[config.mk]
export PLATFORM = sky130hd
export DESIGN_NAME = ble_astm_service_data_finder
export DESIGN_NICKNAME = d
export VERILOG_FILES = /design/src/rtl/core/bsdf_pkg.sv /design/src/rtl/core/ble_astm_service_data_finder.sv
export SDC_FILE = /design/constraint.sdc
export NUM_CORES = 1
export LEC_CHECK = 0
export ABC_CLOCK_PERIOD_IN_PS = 3500
export BUFFER_PORTS_ARGS = -buffer_cell sky130_fd_sc_hd__buf_2
export CAP_MARGIN = 20
export CORE_UTILIZATION = 50
export CTS_BUF_LIST = sky130_fd_sc_hd__clkbuf_2 sky130_fd_sc_hd__clkbuf_4 sky130_fd_sc_hd__clkbuf_8
export CTS_CLUSTER_DIAMETER = 100
export DETAILED_ROUTE_END_ITERATION = 10
export PLACE_DENSITY = 0.73
export SYNTH_ARGS = -nofsm -noshare
export SYNTH_HDL_FRONTEND = slang
export SYNTH_SLANG_ARGS = --single-unit
[constraint.sdc]
create_clock -name clk -period 3.5 [get_ports clk]
set_clock_uncertainty 0.15 [all_clocks]
set_input_delay 0.35 -clock clk [delete_from_list [all_inputs] [get_ports clk]]
set_output_delay 0.35 -clock clk [all_outputs]
set_load 0.05 [all_outputs]
[src/rtl/core/bsdf_pkg.sv]
`default_nettype none
// ----------------------------------------------------------------------------
// bsdf_pkg
// Constants for the advertisement service-data finder.
// ----------------------------------------------------------------------------
package bsdf_pkg;

  // longest advertisement the walker honours (frame length is clamped to it)
  localparam logic [8:0] MAX_ADV_LEN   = 9'd255;

  // service-data AD type and the identifier bytes that follow it
  localparam logic [7:0] AD_TYPE_SVC16 = 8'h16;
  localparam logic [7:0] UUID_LO       = 8'hFA;
  localparam logic [7:0] UUID_HI       = 8'hFF;
  localparam logic [7:0] ODID_APP_ID   = 8'h0D;

  // shortest structure length accepted as carrying the identifier
  localparam logic [7:0] MIN_SVC_LEN   = 8'd5;
  // shortest frame that can report a match
  localparam logic [7:0] MIN_FRAME_LEN = 8'd6;
  // message bytes start this far after the structure's length byte
  localparam logic [7:0] MSG_OFFSET    = 8'd6;

endpackage : bsdf_pkg
`default_nettype wire

[src/rtl/core/ble_astm_service_data_finder.sv]
`default_nettype none
// ----------------------------------------------------------------------------
// ble_astm_service_data_finder
// Walks the AD structures of a BLE advertisement, one byte per transfer, and
// reports on the last byte the first service-data structure carrying the
// drone ID identifier.
// ----------------------------------------------------------------------------
//  channel | direction | ports                                         | result
//  --------+-----------+-----------------------------------------------+--------
//  in_     | input     | valid, stall, adv_byte, adv_len, last_byte    | -
//  out_    | output    | valid, stall, found, payload_offset, length   | 1/frame
//
//  One byte is taken every cycle unless a last byte is stalled; the walk state is updated by the short
//  compare/add logic between the input and the state registers.
//  A result is registered and shows in the cycle after the last byte of a frame is taken.
//  Bytes that are not last are taken even while a result waits; a last byte
//  stalls only while the result register is full and stalled.
//  rst_n (synchronous, active low) clears the walk state and the result valid.
// ----------------------------------------------------------------------------
module ble_astm_service_data_finder
  import bsdf_pkg::*;
(
  input  wire logic       clk,
  input  wire logic       rst_n,
  input  wire logic       in_valid,
  output logic            in_stall,
  input  wire logic [7:0] in_adv_byte,
  input  wire logic [7:0] in_adv_len,
  input  wire logic       in_last_byte,
  output logic            out_valid,
  input  wire logic       out_stall,
  output logic            out_found,
  output logic [7:0]      out_payload_offset,
  output logic [7:0]      out_payload_length
);

  typedef enum logic [2:0] {
    WAIT_LEN,
    CHK_TYPE,
    CHK_UUID_LO,
    CHK_UUID_HI,
    CHK_APP
  } stage_t;

  stage_t     stage_r, stage_nxt;
  logic [7:0] pos_r, pos_nxt;
  logic [8:0] next_start_r, next_start_nxt;
  logic [7:0] struct_len_r, struct_len_nxt;
  logic       stopped_r, stopped_nxt;
  logic       found_r, found_nxt;
  logic [7:0] match_off_r, match_off_nxt;
  logic [7:0] match_len_r, match_len_nxt;

  logic       out_valid_r;
  logic       out_found_r;
  logic [7:0] out_off_r;
  logic [7:0] out_len_r;

  logic       in_xfer;
  logic       out_xfer;
  logic [7:0] len_eff;
  logic [8:0] struct_end;
  logic [8:0] struct_start;
  logic       result_ok;

  // handshake
  assign in_stall = out_valid_r & out_stall & in_last_byte;
  assign in_xfer  = in_valid & ~in_stall;
  assign out_xfer = out_valid_r & ~out_stall;

  // frame length clamped to the supported maximum
  assign len_eff = ({1'b0, in_adv_len} > MAX_ADV_LEN) ? MAX_ADV_LEN[7:0] : in_adv_len;

  // end of a structure whose length byte is the current byte
  assign struct_end   = {1'b0, pos_r} + 9'd1 + {1'b0, in_adv_byte};
  // start of the structure being checked
  assign struct_start = next_start_r - 9'd1 - {1'b0, struct_len_r};

  // walk one byte
  always_comb begin
    stage_nxt      = stage_r;
    next_start_nxt = next_start_r;
    struct_len_nxt = struct_len_r;
    stopped_nxt    = stopped_r;
    found_nxt      = found_r;
    match_off_nxt  = match_off_r;
    match_len_nxt  = match_len_r;
    if (!stopped_r && (pos_r < len_eff)) begin
      case (stage_r)
        WAIT_LEN: begin
          if ({1'b0, pos_r} == next_start_r) begin
            if ((in_adv_byte == 8'd0) || (struct_end > {1'b0, len_eff})) begin
              stopped_nxt = 1'b1;
            end else begin
              struct_len_nxt = in_adv_byte;
              next_start_nxt = struct_end;
              stage_nxt      = CHK_TYPE;
            end
          end
        end
        CHK_TYPE: begin
          stage_nxt = ((in_adv_byte == AD_TYPE_SVC16) && (struct_len_r >= MIN_SVC_LEN))
                      ? CHK_UUID_LO : WAIT_LEN;
        end
        CHK_UUID_LO: begin
          stage_nxt = (in_adv_byte == UUID_LO) ? CHK_UUID_HI : WAIT_LEN;
        end
        CHK_UUID_HI: begin
          stage_nxt = (in_adv_byte == UUID_HI) ? CHK_APP : WAIT_LEN;
        end
        CHK_APP: begin
          stage_nxt = WAIT_LEN;
          if (in_adv_byte == ODID_APP_ID) begin
            found_nxt     = 1'b1;
            match_off_nxt = struct_start[7:0] + MSG_OFFSET;
            match_len_nxt = struct_len_r - MIN_SVC_LEN;
            stopped_nxt   = 1'b1;
          end
        end
        default: begin
          stage_nxt = WAIT_LEN;
        end
      endcase
    end
    // byte position saturates
    pos_nxt = (pos_r != 8'hFF) ? pos_r + 8'd1 : pos_r;
  end

  assign result_ok = found_nxt & (len_eff >= MIN_FRAME_LEN);

  // walk state, cleared after the last byte of each frame
  always_ff @(posedge clk) begin
    if (!rst_n || (in_xfer && in_last_byte)) begin
      stage_r      <= WAIT_LEN;
      pos_r        <= '0;
      next_start_r <= '0;
      struct_len_r <= '0;
      stopped_r    <= 1'b0;
      found_r      <= 1'b0;
      match_off_r  <= '0;
      match_len_r  <= '0;
    end else if (in_xfer) begin
      stage_r      <= stage_nxt;
      pos_r        <= pos_nxt;
      next_start_r <= next_start_nxt;
      struct_len_r <= struct_len_nxt;
      stopped_r    <= stopped_nxt;
      found_r      <= found_nxt;
      match_off_r  <= match_off_nxt;
      match_len_r  <= match_len_nxt;
    end
  end

  // result register
  always_ff @(posedge clk) begin
    if (!rst_n) begin
      out_valid_r <= 1'b0;
    end else if (in_xfer && in_last_byte) begin
      out_valid_r <= 1'b1;
    end else if (out_xfer) begin
      out_valid_r <= 1'b0;
    end
  end

  always_ff @(posedge clk) begin
    if (in_xfer && in_last_byte) begin
      out_found_r <= result_ok;
      out_off_r   <= result_ok ? match_off_nxt : 8'd0;
      out_len_r   <= result_ok ? match_len_nxt : 8'd0;
    end
  end

  assign out_valid          = out_valid_r;
  assign out_found          = out_found_r;
  assign out_payload_offset = out_off_r;
  assign out_payload_length = out_len_r;

`ifndef ASSERT_OFF
  // a last byte never overwrites a result still waiting
  a_no_overwrite: assert property (@(posedge clk) disable iff (!rst_n)
    !(in_xfer && in_last_byte && out_valid_r && out_stall))
    else $error("result overwritten while stalled");

  // a not-found result carries zero offset and length
  a_nf_zero: assert property (@(posedge clk) disable iff (!rst_n)
    (out_valid_r && !out_found_r) |-> (out_off_r == 8'd0 && out_len_r == 8'd0))
    else $error("not-found result with non-zero fields");

  // a match always stops the walk
  a_found_stops: assert property (@(posedge clk) disable iff (!rst_n)
    found_r |-> stopped_r)
    else $error("match recorded without stopping the walk");

  // a stopped walk sits waiting for a length byte
  a_stop_idle: assert property (@(posedge clk) disable iff (!rst_n)
    (stage_r != WAIT_LEN) |-> !stopped_r)
    else $error("walk stopped in the middle of a structure");
`endif

endmodule : ble_astm_service_data_finder
`default_nettype wire

# Word level (Yosys, flattened, before mapping)
# Index checks and enable logic that the tools add are counted.
dict set report totals {
  wordCells 81
  inputBits 21
  ff_bits 64
  out_inout_bits 19
}
dict set report classes {
  reduce_logical 15
  muxes 21
  add_sub_neg 7
  n_bitwise 8
  order_cmp 4
  eq_ne 14
}
# cell n
set op_table {}
lappend op_table {{8-bit 2-to-1 mux} 6}
lappend op_table {{8-bit equality test, second input constant} 2}
lappend op_table {{8-bit by 3-bit greater-or-equal comparator with 1-bit output, second input constant} 2}
lappend op_table {{3-bit case mux with 4 select lines} 1}
lappend op_table {{8-bit by 1-bit adder with 9-bit output, second input constant} 1}
lappend op_table {{9-bit by 8-bit adder with 9-bit output} 1}
lappend op_table {{8-bit by 9-bit equality test with 1-bit output} 1}
lappend op_table {{9-bit by 8-bit > comparator with 1-bit output} 1}
lappend op_table {{3-bit 2-to-1 mux} 3}
lappend op_table {{8-bit by 1-bit adder with 8-bit output, second input constant} 1}
lappend op_table {{8-bit by 3-bit adder with 8-bit output, second input constant} 1}
lappend op_table {{8-bit by 4-bit equality test with 1-bit output, second input constant} 1}
lappend op_table {{8-bit by 5-bit equality test with 1-bit output, second input constant} 1}
lappend op_table {{8-bit zero test} 1}
lappend op_table {{8-bit less-than comparator} 1}
lappend op_table {{1-bit 2-to-1 mux} 8}
lappend op_table {{2-bit inequality test, second input constant} 4}
lappend op_table {{8-bit inequality test, second input constant} 1}
lappend op_table {{8-bit by 1-bit subtractor with 8-bit output, second input constant} 1}
lappend op_table {{8-bit by 3-bit subtractor with 8-bit output, second input constant} 1}
lappend op_table {{8-bit subtractor} 1}
lappend op_table {{3-bit by 2-bit equality test with 1-bit output, second input constant} 2}
lappend op_table {{6-bit AND reduction} 1}
lappend op_table {{1-bit AND} 5}
lappend op_table {{13 further kinds} 21}

# Longest topological paths before layout
# Gate-level depths: netlist of run 1.
dict set report logic_depth {
  depth_word 7
  mapped_depth 15
  mapped_depth_nobuf 13
}

# Worst setup path before layout of run 1
# No wires, ideal clock.
dict set report synth_timing {
  path_type {register to register}
  startpoint {reg pos_r[1]}
  endpoint {reg next_start_r[0]}
  arrival_time_ps 3192
  n_path_buf 0
  stages_incl_launch_ff 12
  period_less_slack_ps 3477
  path_slack_ps 23
  path_cell_list {dfxtp_1 ha_1 nor2b_1 o31a_1 or4b_2 nand3_1 ha_1 and3_1 a221oi_1 o2111ai_1 nor2_8 a211oi_1}
}
dict set report synth_via {
  elab_chain_len 6
  word_cells_on_any_way 9
}
# element line_no
set synth_lines {}
lappend synth_lines {{from (decl)} ble_astm_service_data_finder.sv:46} ;# logic [7:0] pos_r, pos_nxt;
lappend synth_lines {{from (signal assigned)} ble_astm_service_data_finder.sv:144} ;# pos_r <= pos_nxt;
lappend synth_lines {{8-bit by 1-bit adder with 9-bit output} ble_astm_service_data_finder.sv:75} ;# assign struct_end = {1'b0, pos_r} + 9'd1 + {1'b0, in_adv_byte};
lappend synth_lines {{9-bit by 8-bit adder with 9-bit output} ble_astm_service_data_finder.sv:75}
lappend synth_lines {{named net struct_end[5]} ble_astm_service_data_finder.sv:62} ;# logic [8:0] struct_end;
lappend synth_lines {{9-bit by 8-bit > comparator with 1-bit output} ble_astm_service_data_finder.sv:92} ;# if ((in_adv_byte == 8'd0) || (struct_end > {1'b0, len_eff})) begin
lappend synth_lines {{1-bit logical OR} ble_astm_service_data_finder.sv:92}
lappend synth_lines {{1-bit NOT (no line)} -}
lappend synth_lines {{5-bit AND reduction (no line)} -}
lappend synth_lines {{to (signal assigned)} ble_astm_service_data_finder.sv:145} ;# next_start_r <= next_start_nxt;
lappend synth_lines {{to (decl)} ble_astm_service_data_finder.sv:47} ;# logic [8:0] next_start_r, next_start_nxt;
# The timed path passes the listed nets, and every way through them passes these cells.
# A chain may end at the register's enable or synchronous reset.

# Worst setup path after layout of run 1
dict set report layout_timing {
  startpoint {reg pos_r[1]}
  endpoint {reg struct_len_r[0]}
}
dict set report layout_via {
  elab_chain_len 6
  word_cells_on_any_way 9
}
# element line_no
set layout_lines {}
lappend layout_lines {{8-bit by 1-bit adder with 9-bit output} ble_astm_service_data_finder.sv:75}
lappend layout_lines {{9-bit by 8-bit adder with 9-bit output} ble_astm_service_data_finder.sv:75}
lappend layout_lines {{named net struct_end[5]} ble_astm_service_data_finder.sv:62}
lappend layout_lines {{9-bit by 8-bit > comparator with 1-bit output} ble_astm_service_data_finder.sv:92}
lappend layout_lines {{1-bit logical OR} ble_astm_service_data_finder.sv:92}
lappend layout_lines {{1-bit NOT (no line)} -}
lappend layout_lines {{5-bit AND reduction (no line)} -}
lappend layout_lines {{to (signal assigned)} ble_astm_service_data_finder.sv:146} ;# struct_len_r <= struct_len_nxt;
lappend layout_lines {{to (decl)} ble_astm_service_data_finder.sv:48} ;# logic [7:0] struct_len_r, struct_len_nxt;
# The timed path passes the listed nets, and every way through them passes these cells.

==> qor.txt, run 1 <==
status: complete, no violations
row count: 32
Avg Cell Area, Syn: 8.88 um2
CP Capture Type: flip-flop
number of diodes: 0
Tot Pwr: 2.10 mW
Critical Path, Cell by Cell: ha_1 -> nor2b_1 -> o31a_1 -> or4b_2 -> nand3_2 -> ha_1 -> and3_1 -> a221oi_2 -> o2111a_2 -> clkbuf_16 -> nand4_1 -> o31ai_2
first-pass GRT wire length: 16200 um
Hold Crit Class: in2reg
most used cell, CP: ha_1
Mapped Area: 0.00405 mm2
Synth async-reset ratio: 0%
worst hold start: rst_n
setup_tns: 0 ns
Tmin final: 3.45 ns
Final GP Congestion: 0.914
Slew @ Worst Pin: 0.897 ns
Worst slew margin: 40.0%
Final Util: 61.9%
io pins: 40
Largest delay share family, worst path: simple AND/OR/NAND/NOR gates
Worst Path Max Fanout: 9
slowest cell on the critical path: or4b_2
CTS resizes: 0
max frequency: 290 MHz
Arr. time, crit path: 3.55 ns
drt pass-1 iters: 4
Clock Tree Root: clkbuf_8
Clk Latency, worst-skew pair: 0.35 ns
die height: 92.0 um
die footprint: 0.00846 mm2
LEAKAGE: 2.07 nW
largest net degree at the start of global routing: 25
CORE AREA: 0.00777 mm2
Port Buf Inserts: 39
max_cap viols: 0
WP buf/inv: 1
period utilization: 98.4%
clock sinks: 64
routed vias: 3530
number of flops mapped to enable cells by yosys: 17
WP data required: 3.61 ns
Worst setup startpoint: pos_r[1]
VDD IR max: 0.190 mV
Vias/cell: 5.65
Slew Limit Fails: 0
area growth from synthesis to layout: 18.8%
Pwr Density: 436 mW/mm2
Seq/Total Area, Yosys: 35.8%
Ys Warns: 0
Max stage delay on crit path: 0.63 ns
syn_nets: 518
vias in the first global route: 3400
Worst setup SP type: flip-flop
post-CTS setup buffer count: 0
Hold Buf Count CTS: 0
H-tree Lvls: 3
ys flop type: dfxtp_1
clk buf depth: 2
layout cells sized above 1: 20.7%
CTS Buf Count: 9
WL/cell: 15.7 um
critical path type: reg2reg
# setup viols final: 0
global-route usage over all layers: 24.6%
Final nets: 580
DR iter-0 viols: 165
Mapped Cells: 456
Yosys cell types: 55
Post-route DRC: 0
Final Hold Viols: 0
Congestion Overflow GR: 0
clk slew on worst S/H paths: 0.08 ns
initial antenna violation count: 0
initial core utilization: 52.1%
CTS tree: built
reg2reg start: pos_r[1]
Final HPWL DP: 7480 um
#FFs+latches synth: 64
final WL: 9810 um
antenna-violating nets left: 0
width of the die: 92.0 um
## Yosys cell counts (3+ instances only)
library cell,number,area [um2]
a211oi_1,7,52.6
a21oi_1,34,170
and3_1,4,25.0
and4_1,3,26.3
buf_2,5,25.0
buf_6,3,33.8
clkbuf_1,6,22.5
dfxtp_1,47,941
edfxtp_1,17,510
ha_1,39,488
inv_1,33,124
mux2i_1,17,170
nand2_1,42,158
nand2b_1,3,18.8
nand3_1,17,85.1
nand4_1,14,87.6
nor2_1,42,158
nor2b_1,10,62.6
nor3_1,9,45.0
nor3b_1,3,22.5
o211ai_1,3,22.5
o21a_1,6,45.0
o21ai_0,9,45.0
o21ai_1,8,40.0
o31ai_1,7,52.6
or3_1,4,25.0
or4_1,3,22.5
xnor2_1,19,166
xor2_1,10,87.6
## per-layer routing
layer  global-route usage [%]  vias up  part of all wire, %
met5                        0        -                    0
met2                     41.0      101                   49
li1                         -     1753                    -
met1                     29.7     1656                   43
met4                     12.5        0                  3.9
met3                     5.47       20                  4.4
## report_power, final
part	total (mW)	switching (mW)	internal [mW]
Clock	0.731	0.323	0.408
Sequential	0.812	0.0250	0.787
Combinational	0.554	0.326	0.228
Total	2.10	0.674	1.42
## worst reg2reg max path, cell delays in order (launching register included)
cell and delay, ns:
dfxtp_2 0.34, ha_1 0.26, nor2b_1 0.14, o31a_1 0.26
or4b_2 0.63, nand3_2 0.11, ha_1 0.22, and3_1 0.21
a221oi_2 0.31, o2111a_2 0.33, clkbuf_16 0.17, nand4_1 0.12
o31ai_2 0.11
## cells by family after synthesis
logic type,synth area share [%]
buf+inv,5.35
fa+ha+maj,13.0
simple gates,20.6
flops,35.8
xor+xnor,6.27
compound gates,14.7
mux,4.20
## area by class of cell
type	count	area, um2
flip-flops and latches	64	1450
multi-input cells	343	2450
well taps	102	128
fillers	713	2960
clock inverters	7	100
repair buffers	66	428
inverters	34	128
clock buffers	9	124
## flip-flops by register name (all words and copies together) (netlist names), 3 cells and up
register	flops
pos_r	8
match_len_r	8
out_payload_offset	8
out_payload_length	8
next_start_r	9
struct_len_r	8
match_off_r	8
stage_r	3
## final timing paths
check / endpoint / slack (ns) / cells after the start
max reg2reg: struct_len_r[0] / 0.05 / 12
max: struct_len_r[0] / 0.05 / 12
min reg2reg: next_start_r[8] / 0.35 / 1
min: next_start_r[8] / 0.12 / 2
## stage by stage
stage,instances,hold slack [ns],area [um2],setup slack [ns]
floorplan,456,0.303,4050,0.0231
global placement,608,0.311,4490,-0.0175
detailed placement,608,0.330,4490,-0.0638
CTS,624,0.110,4710,0.0177
global route,625,0.111,4810,-0.0656
finish,625,0.120,4810,0.0548
## cells in the final DEF, fill, tap and decap left out, drive strengths merged, types with 4 or more instances in the layout
cell type	netlist	routed
nand2	42	42
and3	4	4
dfxtp	47	47
inv	34	37
edfxtp	17	17
buf	9	65
or3	4	4
a211oi	8	8
ha	39	39
xor2	10	10
nor2	43	43
a21oi	34	34
nor2b	10	10
nand3	17	17
xnor2	19	19
clkbuf	6	10
mux2i	17	17
o31ai	7	7
nor3	10	10
o21a	7	7
o21ai	18	18
nand4	14	14
Power figures use the tool's default switching activity.
==> inputs of run 2 (changes only) <==
--- a/config.mk
+++ b/config.mk
@@ -10,2 +10,3 @@
 export CAP_MARGIN = 20
+export CORE_MARGIN = 2
 export CORE_UTILIZATION = 50
==> constraint.sdc (replaced) <==
create_clock -name clk -period 3.5 [get_ports clk]
set_clock_uncertainty 0.15 [all_clocks]
set_input_delay 0.7 -clock clk [delete_from_list [all_inputs] [get_ports clk]]
set_output_delay 0.7 -clock clk [all_outputs]
set_load 0.05 [all_outputs]
==> qor.txt, run 2 (synthesis gave the netlist of run 1 again) <==
max_cap viols: 0 (unchanged)
Non-Filler Instances: 643 (+2.9%)
Vias/cell: 5.77 (+2.2%)
initial core utilization: 52.1% (unchanged)
# setup viols final: 0 (unchanged)
Arr. time, crit path: 3.55 ns (about the same)
area of the multi-input gates: 0.00258 mm2 (+5.6%)
io pins: 40 (unchanged)
LEAKAGE: 2.13 nW (+2.7%)
Final Hold Viols: 0 (unchanged)
Hold Crit Class: reg2reg
Tmin final: 3.45 ns (+0.00448 ns)
clock sinks: 64 (unchanged)
area growth from synthesis to layout: 23.9%
antenna-violating nets left: 0 (unchanged)
clk slew on worst S/H paths: 0.07 ns (about the same)
Slew Limit Fails: 0 (unchanged)
vias in the first global route: 3521 (+3.6%)
row count: 32 (unchanged)
# placed instances: 624 (+2.6%)
DR iter-0 viols: 266 (+61%)
max frequency: 290 MHz (-0.13%)
CTS tree: built
Final GP Congestion: 0.936 (+2.4%)
Pwr Density: 390 mW/mm2 (-11%)
number of diodes: 0 (unchanged)
CP Capture Type: flip-flop
Worst slew margin: 49.0% (+9.0 points)
Biggest register: next_start_r
most frequent cells in the layout: dfxtp_1, buf_4, nand2_1
CORE AREA: 0.00777 mm2 (unchanged)
Final nets: 599 (+3.3%)
layout cells sized above 1: 24.6% (+3.9 points)
Clock Tree Root: clkbuf_8
period utilization: 98.6% (+0.13 points)
status: complete, no violations
width of the die: 94.0 um (+2.2%)
VDD IR max: 0.230 mV (+21%)
Tot Pwr: 1.96 mW (-6.7%)
register area: 0.00145 mm2 (-0.17%)
critical path type: in2reg
Port Buf Inserts: 39 (unchanged)
die footprint: 0.00883 mm2 (+4.4%)
Worst setup SP type: input port
RSZ-0062 raised after global routing: yes
final WL: 10500 um (+6.6%)
most common cell after layout, fill and taps aside: dfxtp_1
global-route usage over all layers: 24.4% (-0.18 points)
WL/cell: 16.3 um (+3.6%)
routed vias: 3712 (+5.2%)
Clk Latency, worst-skew pair: 0.35 ns (about the same)
CTS Buf Count: 9 (unchanged)
filler instances: 662 (-7.2%)
drt pass-1 iters: 5 (+1)
largest net degree at the start of global routing: 29 (+16%)
Post-route DRC: 0 (unchanged)
initial antenna violation count: 0 (unchanged)
H-tree Lvls: 3 (unchanged)
setup_tns: 0 ns (unchanged)
die height: 94.0 um (+2.2%)
Slew @ Worst Pin: 0.762 ns (-0.135 ns)
Final HPWL DP: 7980 um (+6.6%)
clk buf depth: 2 (unchanged)
Worst Path Max Fanout: 10 (+1)
WP data required: 3.60 ns (about the same)
Congestion Overflow GR: 0 (unchanged)
number of flip-flops in the largest register: 9 (unchanged)
first-pass GRT wire length: 16700 um (+3.2%)
## run 2: metrics by stage
| stage | instance area (um2) | utilization [%] | hold slack, ns | worst slack (ns) |
|---|---|---|---|---|
| floorplan | 4140 | - | 0.303 | 0.00209 |
| global placement | 4680 | 60.2 | 0.309 | -0.267 |
| detailed placement | 4680 | 60.2 | 0.338 | -0.348 |
| CTS | 4840 | 62.3 | 0.352 | 0.0124 |
| global route | 5010 | 64.6 | 0.369 | -0.0310 |
| finish | 5010 | 64.6 | 0.342 | 0.0503 |
## run 2: final timing paths
kind | start | to | slack, ns | depth (start not counted)
hold reg to reg | out_valid | out_valid | 0.34 | 2
hold / removal | out_valid | out_valid | 0.34 | 2
setup / recovery | in_adv_byte[0] | struct_len_r[4] | 0.05 | 16
setup reg to reg | pos_r[0] | struct_len_r[4] | 0.11 | 15
## run 2: area by class of cell
| cell class | count | area share, % |
|---|---|---|
| Inverter | 34 | 2.54 |
| Clock inverter | 6 | 0.749 |
| Multi-Input combinational cell | 344 | 51.5 |
| Timing Repair Buffer | 84 | 11.2 |
| Sequential cell | 64 | 28.9 |
| Clock buffer | 9 | 2.47 |
| Tap cell | 102 | 2.54 |
## run 2: what timing repair did
item,CTS,global route
setup buffers,0,2
endpoints found under the setup margin,0,16
gates resized for setup,0,21
hold buffers,0,0
## run 2: worst max-delay path, stage by stage
cell and delay [ns]:
buf_6 0.09, inv_2 0.06, ha_4 0.14, fa_2 0.20, nor2b_2 0.05, o31a_1 0.28
buf_4 0.15, o211ai_1 0.24, nand3_4 0.13, ha_4 0.29, and3_4 0.20, nor3b_4 0.25
o2111a_1 0.28, buf_4 0.18, nand4_1 0.17, o31ai_2 0.14
## run 2: metal layers
layer	wire length (um)	global-route usage, %	vias to the layer above	part of all wire (%)
met5	0	0	-	0
met4	284	9.06	0	2.7
met3	613	5.46	34	5.9
met2	4840	39.3	137	46
met1	4730	32.1	1746	45
li1	-	-	1795	-
## run 2: report_power, final
| group | internal [mW] | switching [mW] |
|---|---|---|
| registers | 0.788 | 0.0268 |
| clock network | 0.248 | 0.293 |
| logic | 0.249 | 0.352 |
